<file path="config.mk">
export PLATFORM = sky130hd
export DESIGN_NAME = apd_ctrl
export DESIGN_NICKNAME = d
export VERILOG_FILES = /design/src/sv/apd_pkg.sv /design/src/sv/apd_ctrl.sv
export SDC_FILE = /design/constraint.sdc
export NUM_CORES = 1
export LEC_CHECK = 0
export BUFFER_PORTS_ARGS = -buffer_cell sky130_fd_sc_hd__buf_4
export CAP_MARGIN = 20
export CELL_PAD_IN_SITES_DETAIL_PLACEMENT = 1
export CELL_PAD_IN_SITES_GLOBAL_PLACEMENT = 1
export CORE_AREA = 10 10 47 49
export DETAILED_ROUTE_END_ITERATION = 10
export DIE_AREA = 0 0 57 59
export PLACE_DENSITY = 0.53
export SLEW_MARGIN = 20
export SYNTH_ARGS = -nofsm -noshare
export SYNTH_HDL_FRONTEND = slang
export SYNTH_SLANG_ARGS = --single-unit
</file>
<file path="constraint.sdc">
create_clock -name clk -period 1.4 [get_ports clk]
set_input_delay 0.07 -clock clk [delete_from_list [all_inputs] [get_ports clk]]
set_output_delay 0.07 -clock clk [all_outputs]
set_load 0.02 [all_outputs]
</file>
<file path="src/sv/apd_pkg.sv">
`default_nettype none

package apd_pkg;

	// field widths
	localparam int ID_W       = 10;
	localparam int PORT_W     = 16;
	localparam int LEN_W      = 16;
	localparam int HEAD_W     = 48;
	localparam int PROTO_W    = 3;
	localparam int CONF_W     = 7;
	localparam int ATT_W      = 4;
	localparam int DS_W       = 2;
	localparam int CFG_IDX_W  = 3;
	localparam int CFG_DATA_W = 16;
	localparam int STEP_W     = $clog2(ID_W + 1);
	localparam int NUM_PROTO  = 6;

	localparam int SESSIONS_DEFAULT = 1024;

	// protocol codes
	localparam logic [PROTO_W-1:0] PROTO_UNKNOWN = 3'd0;
	localparam logic [PROTO_W-1:0] PROTO_HTTP    = 3'd1;
	localparam logic [PROTO_W-1:0] PROTO_FTP     = 3'd2;
	localparam logic [PROTO_W-1:0] PROTO_SMTP    = 3'd3;
	localparam logic [PROTO_W-1:0] PROTO_TLS     = 3'd4;
	localparam logic [PROTO_W-1:0] PROTO_SSH     = 3'd5;
	localparam logic [PROTO_W-1:0] PROTO_DNS     = 3'd6;

	// detection state codes
	localparam logic [DS_W-1:0] DS_NONE     = 2'd0;
	localparam logic [DS_W-1:0] DS_PROGRESS = 2'd1;
	localparam logic [DS_W-1:0] DS_DONE     = 2'd2;
	localparam logic [DS_W-1:0] DS_FAILED   = 2'd3;

	// register indexes
	localparam logic [CFG_IDX_W-1:0] REG_HTTP_PORT     = 3'd0;
	localparam logic [CFG_IDX_W-1:0] REG_TLS_PORT      = 3'd1;
	localparam logic [CFG_IDX_W-1:0] REG_SSH_PORT      = 3'd2;
	localparam logic [CFG_IDX_W-1:0] REG_DNS_PORT      = 3'd3;
	localparam logic [CFG_IDX_W-1:0] REG_FTP_PORT      = 3'd4;
	localparam logic [CFG_IDX_W-1:0] REG_SMTP_PORT     = 3'd5;
	localparam logic [CFG_IDX_W-1:0] REG_ATTEMPT_LIMIT = 3'd6;

	// register reset values
	localparam logic [PORT_W-1:0] HTTP_PORT_RST     = 16'd80;
	localparam logic [PORT_W-1:0] TLS_PORT_RST      = 16'd443;
	localparam logic [PORT_W-1:0] SSH_PORT_RST      = 16'd22;
	localparam logic [PORT_W-1:0] DNS_PORT_RST      = 16'd53;
	localparam logic [PORT_W-1:0] FTP_PORT_RST      = 16'd21;
	localparam logic [PORT_W-1:0] SMTP_PORT_RST     = 16'd25;
	localparam logic [ATT_W-1:0]  ATTEMPT_LIMIT_RST = 4'd10;

	// confidence values
	localparam logic [CONF_W-1:0] CONF_STRONG  = 7'd95;
	localparam logic [CONF_W-1:0] CONF_TLS_HS  = 7'd90;
	localparam logic [CONF_W-1:0] CONF_TLS_APP = 7'd85;
	localparam logic [CONF_W-1:0] CONF_CMD     = 7'd80;
	localparam logic [CONF_W-1:0] CONF_REPLY   = 7'd70;
	localparam logic [CONF_W-1:0] CONF_DNS     = 7'd70;
	localparam logic [CONF_W-1:0] HINT_BONUS   = 7'd10;
	localparam logic [CONF_W-1:0] CONF_MAX     = 7'd100;
	localparam logic [CONF_W-1:0] CONF_DONE    = 7'd90;

	// payload signatures
	localparam logic [31:0] SIG_GET  = "GET ";
	localparam logic [31:0] SIG_POST = "POST";
	localparam logic [31:0] SIG_HEAD = "HEAD";
	localparam logic [31:0] SIG_PUT  = "PUT ";
	localparam logic [39:0] SIG_HTTP = "HTTP/";
	localparam logic [31:0] SIG_USER = "USER";
	localparam logic [31:0] SIG_PASS = "PASS";
	localparam logic [31:0] SIG_LIST = "LIST";
	localparam logic [31:0] SIG_HELO = "HELO";
	localparam logic [31:0] SIG_EHLO = "EHLO";
	localparam logic [31:0] SIG_MAIL = "MAIL";
	localparam logic [31:0] SIG_RCPT = "RCPT";
	localparam logic [31:0] SIG_SSH  = "SSH-";
	localparam logic [7:0]  TLS_HANDSHAKE = 8'h16;
	localparam logic [7:0]  TLS_APPDATA   = 8'h17;
	localparam logic [7:0]  TLS_MAJOR     = 8'h03;
	localparam logic [7:0]  TLS_MINOR_MAX = 8'h03;
	localparam logic [7:0]  CH_0 = "0";
	localparam logic [7:0]  CH_1 = "1";
	localparam logic [7:0]  CH_2 = "2";
	localparam logic [7:0]  CH_5 = "5";
	localparam logic [7:0]  CH_9 = "9";
	localparam logic [15:0] DNS_QD_MAX  = 16'd9;
	localparam logic [LEN_W-1:0] DNS_MIN_LEN = 16'd12;

	// one session entry
	typedef struct packed {
		logic [PROTO_W-1:0] proto;
		logic [CONF_W-1:0]  conf;
		logic [ATT_W-1:0]   attempts;
		logic [DS_W-1:0]    st;
	} apd_entry_t;

	// configuration register file
	typedef struct packed {
		logic [PORT_W-1:0] http_port;
		logic [PORT_W-1:0] tls_port;
		logic [PORT_W-1:0] ssh_port;
		logic [PORT_W-1:0] dns_port;
		logic [PORT_W-1:0] ftp_port;
		logic [PORT_W-1:0] smtp_port;
		logic [ATT_W-1:0]  attempt_limit;
	} apd_cfg_t;

	// controller to datapath
	typedef struct packed {
		logic in_load;
		logic clr_wr;
		logic mod_step;
		logic rd_en;
		logic score_load;
		logic commit;
	} apd_cmd_t;

	// datapath to controller
	typedef struct packed {
		logic clr_last;
		logic mod_need;
		logic mod_last;
		logic out_free;
	} apd_sts_t;

	typedef enum logic [2:0] {
		ST_CLEAR,
		ST_IDLE,
		ST_MOD,
		ST_READ,
		ST_EVAL
	} apd_state_t;

endpackage

`default_nettype wire

</file>
<file path="src/sv/apd_ctrl.sv">
`default_nettype none

module apd_ctrl import apd_pkg::*; (
	input  logic     clk,
	input  logic     arst_n,
	input  logic     in_valid,
	output logic     in_stall,
	input  apd_sts_t sts,
	output apd_cmd_t cmd
);

	apd_state_t state_q, state_d;

	// state register, starts with the table clearing pass
	always_ff @(posedge clk or negedge arst_n) begin
		if (!arst_n) begin
			state_q <= ST_CLEAR;
		end else begin
			state_q <= state_d;
		end
	end

	// next state and commands
	always_comb begin
		state_d  = state_q;
		cmd      = '0;
		in_stall = 1'b1;
		unique case (state_q)
			ST_CLEAR: begin
				cmd.clr_wr = 1'b1;
				if (sts.clr_last) begin
					state_d = ST_IDLE;
				end
			end
			ST_IDLE: begin
				in_stall = 1'b0;
				if (in_valid) begin
					cmd.in_load = 1'b1;
					state_d = sts.mod_need ? ST_MOD : ST_READ;
				end
			end
			ST_MOD: begin
				cmd.mod_step = 1'b1;
				if (sts.mod_last) begin
					state_d = ST_READ;
				end
			end
			ST_READ: begin
				cmd.rd_en      = 1'b1;
				cmd.score_load = 1'b1;
				state_d        = ST_EVAL;
			end
			ST_EVAL: begin
				if (sts.out_free) begin
					cmd.commit = 1'b1;
					state_d    = ST_IDLE;
				end
			end
			default: begin
				state_d = ST_IDLE;
			end
		endcase
	end

endmodule

`default_nettype wire

</file>
==> out/metrics.yaml <==
outcome: "complete, but fails checks"
violations: "negative setup slack"
final_cells: 62
route.detailed.drc: 0
die_area_um2: 3360
start_kind: "register"
drv_cap: 0
hold_viol_final: 0
syn_area_um2: 234
nets: 54
num_antenna_cells: 0
placed_cells_incl_taps: 57
cts_sinks: 3
crit-reg2reg-launch: "state_q[1]$_DFFE_PN0P_"
seq_power_share_pct: 16.4
combPwrFrac_pct: 67.3
die_height_um: 59
regToRegSetupSlack_ns: -0.06
hp-class: "primary input to register"
final_max_slew_viol_count: 0
period_share_pct: 104
syn_avg_cell_area_um2: 8.36
r2r_cells: 3
worstMarginPinSlew_ns: 0.246
power_mw: 0.943
gp_congestion: 0.778
yosysWarnings: 0
r2r-end: "state_q[0]$_DFFE_PN0P_"
crit_required_ns: 1.51
crit_path_end_kind: "register"
drt-initial-drc-count: 4
largest_registers: "state_q: 3 flops"
die_x_um: 57
cts_tree: "built"
leakagePower_nw: 0.211
relSlewSlack_pct: 83.3
htreeDepth: 1
whs_path_depth: 3
rows: 14
first_global_vias: 307
registers.top_by_ff_count: "state_q"
largest_reg_flops: 3
hpwl_um: 658
num_io_pins: 14
crit_type: "register to register"
setup_viol: 1
rsz0062_at_grt: "true"
root_buffer: "clkbuf_4"
postLayoutSetupSlackWorst_ns: -0.0562
finalSetupTns_ns: -0.0562
drt_wl_total_um: 810
cts_setup_buffers: 0
ant_nets: 0
grt_start_max_net_pins: 11
start_util_pct: 16.7
synthesis.nets: 35
sw_frac_of_total_pct: 42.8
core_um2: 1400
grt_pass1_wl_um: 1330
synthToLayoutAreaGrowth_pct: 71.7
grt_overflow: 0
cts_buffers: 3
clk-insertion-delay-late_ns: 0.23
internal_power_mw: 0.539
yosysUniqueCellTypes: 20
synthCells: 28
min_to: "state_q[1]$_DFFE_PN0P_"
clkPwrFrac_pct: 16.4
clk_pin_slew_ns: 0.04
numPortBuffers: 13
clock_path_buffers: 2
vias: 266
power_density_nw_per_um2: 2350
drive_gt1_share_pct: 45.7
clock_skew_ns: 0.00127
synth_seq_cells: 3
vdd_ir_drop_max_mv: 0.686
max_freq_mhz: 687
vias_per_cell: 4.29
crit_arrival_ns: 1.57
track_usage_pct: 5.31
worstPathMaxFanout: 2
place_ws_ns: -0.0726
placed_area_um2: 355
drt_pass1_iterations: 4
power.switching_mw: 0.404
hp-start: "in_valid"
stdcell_area_um2: 402
crit_path_start: "state_q[1]$_DFFE_PN0P_"
ys_seq_area_share_pct: 32.1
antenna_found_initial: 0
period_needed_ns: 1.46
drt-wirelength-per-cell_um: 13.1
## synthesized netlist by cell type
master / n / area share, %
and3b_1: 1 / 3.7
and2_1: 1 / 2.7
nand2_1: 1 / 1.6
inv_1: 2 / 3.2
nor4bb_1: 1 / 4.3
a221o_1: 1 / 4.3
nor2_1: 2 / 3.2
clkbuf_1: 1 / 1.6
a21oi_1: 2 / 4.3
nand3b_1: 1 / 3.2
or4b_1: 1 / 4.3
buf_4: 2 / 6.4
o22ai_1: 1 / 2.7
or2b_1: 1 / 3.2
nand2b_1: 2 / 5.3
dfrtp_1: 3 / 32
a21o_1: 1 / 3.2
nor3_1: 2 / 4.3
and2b_1: 1 / 3.2
a21boi_1: 1 / 3.2
## repair_timing
action	4_1_cts	5_1_grt
pin swaps	1	1
hold buffers	1	0
gates resized for setup	1	2
hold endpoints to repair	3	0
endpoints found under the setup margin	1	5
## worst max-delay path by stage
stage	end	slack, ns
after global placement	state_q[0]$_DFFE_PN0P_	-0.02
after CTS	state_q[0]$_DFFE_PN0P_	-0.05
final	state_q[0]$_DFFE_PN0P_	-0.06
after detailed placement	state_q[0]$_DFFE_PN0P_	-0.07
after floorplan	state_q[0]$_DFFE_PN0P_	-0.007
after global routing	state_q[0]$_DFFE_PN0P_	-0.08
## cells by family after synthesis
kind of cell / count (synthesis) / share of synthesized area, %
AOI/OAI and AO/OA: 6 / 17.7
buffers and inverters: 5 / 11.2
DFF: 3 / 32.1
and+or+nand+nor: 14 / 39.0
## layout by cell type, fill, tap and decap left out, types with 2 or more instances in the layout
cell / count
buf_4: 15
a21oi_1: 2
nand2b_1: 2
nor3_1: 2
clkbuf_4: 3
dfrtp_1: 3
inv_1: 2
nor2_1: 2
## cell type report
| class | instances | area, um^2 |
|---|---|---|
| clock buffers | 4 | 26.3 |
| fillers | 187 | 1000 |
| inverters | 2 | 7.51 |
| multi-input cells | 20 | 139 |
| flip-flops and latches | 3 | 75.1 |
| well taps | 16 | 20.0 |
| repair buffers | 17 | 134 |
## critical path, stage by stage, from the launching register on
cell,delay (ns)
dfrtp_1,0.38
or4b_4,0.53
a21boi_1,0.15
a221o_1,0.29
## layer usage
layer  wire (um)  global-route usage (%)  part of all wire [%]
met5           0                       0                     0
met4          12                    5.03                   1.5
met3          60                    3.22                   7.4
met2         398                    8.06                    49
met1         338                    4.86                    42
## per-stage QoR
stage | utilization (%) | hold slack (ns)
after floorplan | - | -0.226
after detailed placement | 25.4 | -0.140
after global placement | 25.4 | -0.141
after CTS | 28.2 | 0.133
after global routing | 28.7 | 0.155
final | 28.7 | 0.147
## power by group through the flow
stage	clock [mW]	combinational, mW	sequential, mW
floorplan	0	0.383	0.152
global route	0.173	0.685	0.156
CTS	0.163	0.623	0.153
detailed placement	0	0.616	0.151
global placement	0	0.611	0.147
finish	0.154	0.634	0.154
Power figures use the tool's default switching activity.
