## src/sv/apd_pkg.sv

```systemverilog
`default_nettype none

package apd_pkg;

	// field widths
	localparam int ID_W       = 10;
	localparam int PORT_W     = 16;
	localparam int LEN_W      = 16;
	localparam int HEAD_W     = 48;
	localparam int PROTO_W    = 3;
	localparam int CONF_W     = 7;
	localparam int ATT_W      = 4;
	localparam int DS_W       = 2;
	localparam int CFG_IDX_W  = 3;
	localparam int CFG_DATA_W = 16;
	localparam int STEP_W     = $clog2(ID_W + 1);
	localparam int NUM_PROTO  = 6;

	localparam int SESSIONS_DEFAULT = 1024;

	// protocol codes
	localparam logic [PROTO_W-1:0] PROTO_UNKNOWN = 3'd0;
	localparam logic [PROTO_W-1:0] PROTO_HTTP    = 3'd1;
	localparam logic [PROTO_W-1:0] PROTO_FTP     = 3'd2;
	localparam logic [PROTO_W-1:0] PROTO_SMTP    = 3'd3;
	localparam logic [PROTO_W-1:0] PROTO_TLS     = 3'd4;
	localparam logic [PROTO_W-1:0] PROTO_SSH     = 3'd5;
	localparam logic [PROTO_W-1:0] PROTO_DNS     = 3'd6;

	// detection state codes
	localparam logic [DS_W-1:0] DS_NONE     = 2'd0;
	localparam logic [DS_W-1:0] DS_PROGRESS = 2'd1;
	localparam logic [DS_W-1:0] DS_DONE     = 2'd2;
	localparam logic [DS_W-1:0] DS_FAILED   = 2'd3;

	// register indexes
	localparam logic [CFG_IDX_W-1:0] REG_HTTP_PORT     = 3'd0;
	localparam logic [CFG_IDX_W-1:0] REG_TLS_PORT      = 3'd1;
	localparam logic [CFG_IDX_W-1:0] REG_SSH_PORT      = 3'd2;
	localparam logic [CFG_IDX_W-1:0] REG_DNS_PORT      = 3'd3;
	localparam logic [CFG_IDX_W-1:0] REG_FTP_PORT      = 3'd4;
	localparam logic [CFG_IDX_W-1:0] REG_SMTP_PORT     = 3'd5;
	localparam logic [CFG_IDX_W-1:0] REG_ATTEMPT_LIMIT = 3'd6;

	// register reset values
	localparam logic [PORT_W-1:0] HTTP_PORT_RST     = 16'd80;
	localparam logic [PORT_W-1:0] TLS_PORT_RST      = 16'd443;
	localparam logic [PORT_W-1:0] SSH_PORT_RST      = 16'd22;
	localparam logic [PORT_W-1:0] DNS_PORT_RST      = 16'd53;
	localparam logic [PORT_W-1:0] FTP_PORT_RST      = 16'd21;
	localparam logic [PORT_W-1:0] SMTP_PORT_RST     = 16'd25;
	localparam logic [ATT_W-1:0]  ATTEMPT_LIMIT_RST = 4'd10;

	// confidence values
	localparam logic [CONF_W-1:0] CONF_STRONG  = 7'd95;
	localparam logic [CONF_W-1:0] CONF_TLS_HS  = 7'd90;
	localparam logic [CONF_W-1:0] CONF_TLS_APP = 7'd85;
	localparam logic [CONF_W-1:0] CONF_CMD     = 7'd80;
	localparam logic [CONF_W-1:0] CONF_REPLY   = 7'd70;
	localparam logic [CONF_W-1:0] CONF_DNS     = 7'd70;
	localparam logic [CONF_W-1:0] HINT_BONUS   = 7'd10;
	localparam logic [CONF_W-1:0] CONF_MAX     = 7'd100;
	localparam logic [CONF_W-1:0] CONF_DONE    = 7'd90;

	// payload signatures
	localparam logic [31:0] SIG_GET  = "GET ";
	localparam logic [31:0] SIG_POST = "POST";
	localparam logic [31:0] SIG_HEAD = "HEAD";
	localparam logic [31:0] SIG_PUT  = "PUT ";
	localparam logic [39:0] SIG_HTTP = "HTTP/";
	localparam logic [31:0] SIG_USER = "USER";
	localparam logic [31:0] SIG_PASS = "PASS";
	localparam logic [31:0] SIG_LIST = "LIST";
	localparam logic [31:0] SIG_HELO = "HELO";
	localparam logic [31:0] SIG_EHLO = "EHLO";
	localparam logic [31:0] SIG_MAIL = "MAIL";
	localparam logic [31:0] SIG_RCPT = "RCPT";
	localparam logic [31:0] SIG_SSH  = "SSH-";
	localparam logic [7:0]  TLS_HANDSHAKE = 8'h16;
	localparam logic [7:0]  TLS_APPDATA   = 8'h17;
	localparam logic [7:0]  TLS_MAJOR     = 8'h03;
	localparam logic [7:0]  TLS_MINOR_MAX = 8'h03;
	localparam logic [7:0]  CH_0 = "0";
	localparam logic [7:0]  CH_1 = "1";
	localparam logic [7:0]  CH_2 = "2";
	localparam logic [7:0]  CH_5 = "5";
	localparam logic [7:0]  CH_9 = "9";
	localparam logic [15:0] DNS_QD_MAX  = 16'd9;
	localparam logic [LEN_W-1:0] DNS_MIN_LEN = 16'd12;

	// one session entry
	typedef struct packed {
		logic [PROTO_W-1:0] proto;
		logic [CONF_W-1:0]  conf;
		logic [ATT_W-1:0]   attempts;
		logic [DS_W-1:0]    st;
	} apd_entry_t;

	// configuration register file
	typedef struct packed {
		logic [PORT_W-1:0] http_port;
		logic [PORT_W-1:0] tls_port;
		logic [PORT_W-1:0] ssh_port;
		logic [PORT_W-1:0] dns_port;
		logic [PORT_W-1:0] ftp_port;
		logic [PORT_W-1:0] smtp_port;
		logic [ATT_W-1:0]  attempt_limit;
	} apd_cfg_t;

	// controller to datapath
	typedef struct packed {
		logic in_load;
		logic clr_wr;
		logic mod_step;
		logic rd_en;
		logic score_load;
		logic commit;
	} apd_cmd_t;

	// datapath to controller
	typedef struct packed {
		logic clr_last;
		logic mod_need;
		logic mod_last;
		logic out_free;
	} apd_sts_t;

	typedef enum logic [2:0] {
		ST_CLEAR,
		ST_IDLE,
		ST_MOD,
		ST_READ,
		ST_EVAL
	} apd_state_t;

endpackage

`default_nettype wire

```

## src/sv/apd_regs.sv

```systemverilog
`default_nettype none

module apd_regs import apd_pkg::*; (
	input  logic                  clk,
	input  logic                  arst_n,
	input  logic                  cfg_we,
	input  logic [CFG_IDX_W-1:0]  cfg_index,
	input  logic [CFG_DATA_W-1:0] cfg_data,
	output apd_cfg_t              cfg
);

	apd_cfg_t cfg_q;

	// register writes, unknown indexes dropped
	always_ff @(posedge clk or negedge arst_n) begin
		if (!arst_n) begin
			cfg_q.http_port     <= HTTP_PORT_RST;
			cfg_q.tls_port      <= TLS_PORT_RST;
			cfg_q.ssh_port      <= SSH_PORT_RST;
			cfg_q.dns_port      <= DNS_PORT_RST;
			cfg_q.ftp_port      <= FTP_PORT_RST;
			cfg_q.smtp_port     <= SMTP_PORT_RST;
			cfg_q.attempt_limit <= ATTEMPT_LIMIT_RST;
		end else if (cfg_we) begin
			unique case (cfg_index)
				REG_HTTP_PORT:     cfg_q.http_port     <= cfg_data;
				REG_TLS_PORT:      cfg_q.tls_port      <= cfg_data;
				REG_SSH_PORT:      cfg_q.ssh_port      <= cfg_data;
				REG_DNS_PORT:      cfg_q.dns_port      <= cfg_data;
				REG_FTP_PORT:      cfg_q.ftp_port      <= cfg_data;
				REG_SMTP_PORT:     cfg_q.smtp_port     <= cfg_data;
				REG_ATTEMPT_LIMIT: cfg_q.attempt_limit <= cfg_data[ATT_W-1:0];
				default: ;
			endcase
		end
	end

	assign cfg = cfg_q;

endmodule

`default_nettype wire

```

## config.mk

```make
export PLATFORM = sky130hd
export DESIGN_NAME = apd_regs
export DESIGN_NICKNAME = d
export VERILOG_FILES = /design/src/sv/apd_pkg.sv /design/src/sv/apd_regs.sv
export SDC_FILE = /design/constraint.sdc
export NUM_CORES = 1
export LEC_CHECK = 0
export BUFFER_PORTS_ARGS = -buffer_cell sky130_fd_sc_hd__clkbuf_2
export CELL_PAD_IN_SITES_DETAIL_PLACEMENT = 0
export CELL_PAD_IN_SITES_GLOBAL_PLACEMENT = 1
export CORE_MARGIN = 2
export CORE_UTILIZATION = 44
export CTS_CLUSTER_SIZE = 12
export DETAILED_ROUTE_END_ITERATION = 10
export GPL_TIMING_DRIVEN = 0
export HOLD_SLACK_MARGIN = 0.05
export PLACE_DENSITY_LB_ADDON = 0.15
export REMOVE_ABC_BUFFERS = 1
export SETUP_SLACK_MARGIN = 0.5
export SLEW_MARGIN = 20
export SYNTH_ARGS = -nofsm -noshare
export SYNTH_HDL_FRONTEND = slang
export SYNTH_SLANG_ARGS = --single-unit
```

## constraint.sdc

```tcl
create_clock -name clk -period 1.8 [get_ports clk]
set_clock_uncertainty 0.1 [all_clocks]
set_input_delay 0.18 -clock clk [delete_from_list [all_inputs] [get_ports clk]]
set_output_delay 0.18 -clock clk [all_outputs]
set_load 0.005 [all_outputs]
```

==> summary.md <==
| Metric | Value |
|---|---|
| Buf/Inv on CP | 1 |
| Max FO, Critical Path | 2 |
| Drt pass-1 iters | 4 |
| Clk pwr share | 27.2% |
| Final cell count without fillers | 474 |
| Final setup viols | 0 |
| Unrepaired setup endpoints after global routing | true |
| Inst Count DP | 438 |
| Core ar. | 0.00864 mm² |
| Max Cap Viol | 0 |
| Post-Route Utilization | 58.3% |
| Layout net count | 383 |
| PortBufs | 121 |
| Fin Hold WS | 70.6 ps |
| Synthesis Warnings | 0 |
| Clock Sinks | 100 |
| WP data required | 1520 ps |
| Tmin final | 1280 ps |
| Data arrival, critical path | 1000 ps |
| Max FFs per register | 100 |
| Starting DRT DRC Count | 53 |
| Peak VDD IR | 0.000629 V |
| Synthesized area | approximately 0.0039 mm² |
| Switching Share | 24.8% |
| Total power divided by cell area | 1190 mW/mm² |
| Vias per cell | 4.91 |
| Vias | approximately 2300 |
| Mean Syn Cell Area | 17.8 µm² |
| CTS Buf Count | 9 |
| Yosys top cell area share | 49.2% |
| Post-route ant nets | 0 |
| Largest family of logic cells by synthesized area | multiplexers |
| Sequential area share after synthesis | 65.5% |
| Leading cell type in the layout, fill and taps excluded | clkbuf_2 |
| Post-synthesis xor/xnor area fraction | 0% |
| Mux contribution to synthesized area | 29.1% |
| GPL Wtd Cong | 0.680 |
| Grt met3 use | 6.37% |
| Overall die width | 97.7 µm |
| Hold crit path type | input pin to register |
| Post-synth cell types | 11 |
| Hold Fails Final Rpt | 0 |
| Int Power | 4.51 mW |
| Reg clk slew, reported paths | 90 ps |
| Commonest cells after routing, fill and taps aside | clkbuf_2 (115), mux2_2 (100), dfrtp_1 (76) |
| Met1 usage | approximately 24% |
| Sequential power share | about half |
| Residual DRC count | 0 |
| Chip Height | 97.7 µm |
| ANT cells | 0 |
| Tcrit/Tclk final | 71.3% |
| Setup WS pre-CTS | -171 ps |
| Status | finished, final reports clean |
| Routed len/inst | 17.5 µm |
| CTS H-tree depth | 3 |
| Relative max-transition margin | roughly three quarters |
| Clock root buffer | clkbuf_8 |
| Max Root-Sink Buffers | 2 |
| GRT overflow | 0 |
| Worst setup margin | slightly above 500 ps |
| Crit. End Element | output pin |
| Final WL | 8.30 mm |
| CP peak stage delay | approximately 550 ps |
| Net Sw Power | 1.49 mW |
| Initial antenna violation count | 0 |
| Simple-Gate Fraction of Synth Area | 2.59% |
| Max-slew violation count | 0 |
| Gr usage total | 18.1% |
| Initial Util | 44.8% |
| Synth Area in Compound Gates | 0% |
| Number of global-route vias before repair | around 2500 |
| Synth Register Bits | 100 |
| Slowest CP cell | dfstp_2 |
| Critical path type | register to output pin |
| Adder-Cell Fraction of Synth Area | 0% |
| FP Rows | 34 |
| Ports | 122 |
| First-pass GRT wire length | 13.3 mm |
| Die area | 0.00955 mm² |
| Largest cells by area after synthesis | dfrtp_1 (49%), mux2_2 (29%), dfstp_2 (16%) |
| Static Leak | 2.37 nW |
| Area leader, netlist | dfrtp_1 |
| Area grow syn2layout | 30.2% |
| Insertion delay to the later sink of the worst-skew pair | between 300 and 400 ps |
| GR Util met2 | around 29% |
| Crit-path cells | clkbuf_2 |
| Dpl hpwl | 5.42 mm |
| Layout cell share with drive strength beyond 1 | 74.3% |
| Worst slew pin tran | approximately 400 ps |
| Post-synthesis instance total | 217 |
| Largest net degree at the start of global routing | 58 |
| Critical Path Start Type | register |
| Global routing's busiest layer | met2 |
| Comb pwr share | a little over a fifth |
| Delay-heaviest family, CP | flip-flops |
| CTS tree | yes |
| Achievable Freq | around 0.78 GHz |
## through the flow
stage	TNS, ps	instance area, µm²	total power [mW]
2_1_floorplan	0	3760	3.61
3_3_place_gp	-74470	4500	4.30
3_5_place_dp	-3020	4550	4.35
4_1_cts	0	4980	6.03
5_1_grt	0	5030	6.32
6_report	0	5030	5.99
## final timing paths
kind / startpoint / to / slack (ps) / depth (start not counted)
min in group asynchronous: arst_n / cfg[23]$_DFFE_PN0P_ / 210 / 2
hold / removal: cfg_data[2] / cfg[6]$_DFFE_PN0P_ / 70 / 2
hold reg to reg: cfg[19]$_DFFE_PN0P_ / cfg[19]$_DFFE_PN0P_ / 410 / 1
max in group asynchronous: arst_n / cfg[72]$_DFFE_PN1P_ / 740 / 3
setup / recovery: cfg[73]$_DFFE_PN1P_ / cfg[73] / 520 / 1
setup reg to reg: cfg[68]$_DFFE_PN1P_ / cfg[68]$_DFFE_PN1P_ / 890 / 2
## metal layers
layer  vias to the layer above  routed length (µm)
met5                         -                   0
met4                         0                  91
met3                         7                 565
met2                        79                4000
met1                      1173                3640
li1                       1067                   -
## cell usage after synthesis (all sizes together)
| master | n |
|---|---|
| and4bb | 3 |
| dfstp | 24 |
| dfrtp | 76 |
| nor4b | 1 |
| nand4b | 3 |
| mux2 | 100 |
| buf | 10 |
## area by class of cell
class	instances	area, µm²
tap	108	135
fill	723	3600
multi-input combinational	107	1250
clock buffer	13	169
timing repair buffer	143	875
sequential	100	2530
clock inverter	3	67.6
## kinds of logic after synthesis
group,count (synthesis)
buffers and inverters,10
multiplexers,100
AND/OR/NAND/NOR,7
flip-flops,100
## power groups by stage
stage / Clock, mW / Sequential (mW) / Combinational [mW]
after floorplan: 0 / 3.14 / 0.470
after global placement: 0 / 3.10 / 1.20
after detailed placement: 0 / 3.12 / 1.23
after CTS: 1.68 / 3.08 / 1.27
after global routing: 1.78 / 3.15 / 1.40
final: 1.63 / 3.08 / 1.28
## timing repair
action / 4_1_cts / 5_1_grt
hold endpoints to repair: 176 / 0
pin swaps: 1 / 0
endpoints found under the setup margin: 76 / 56
setup buffers: 2 / 2
hold buffers: 16 / 0
resized for setup: 4 / 11
Note: power is estimated with default switching activity, not from simulation.
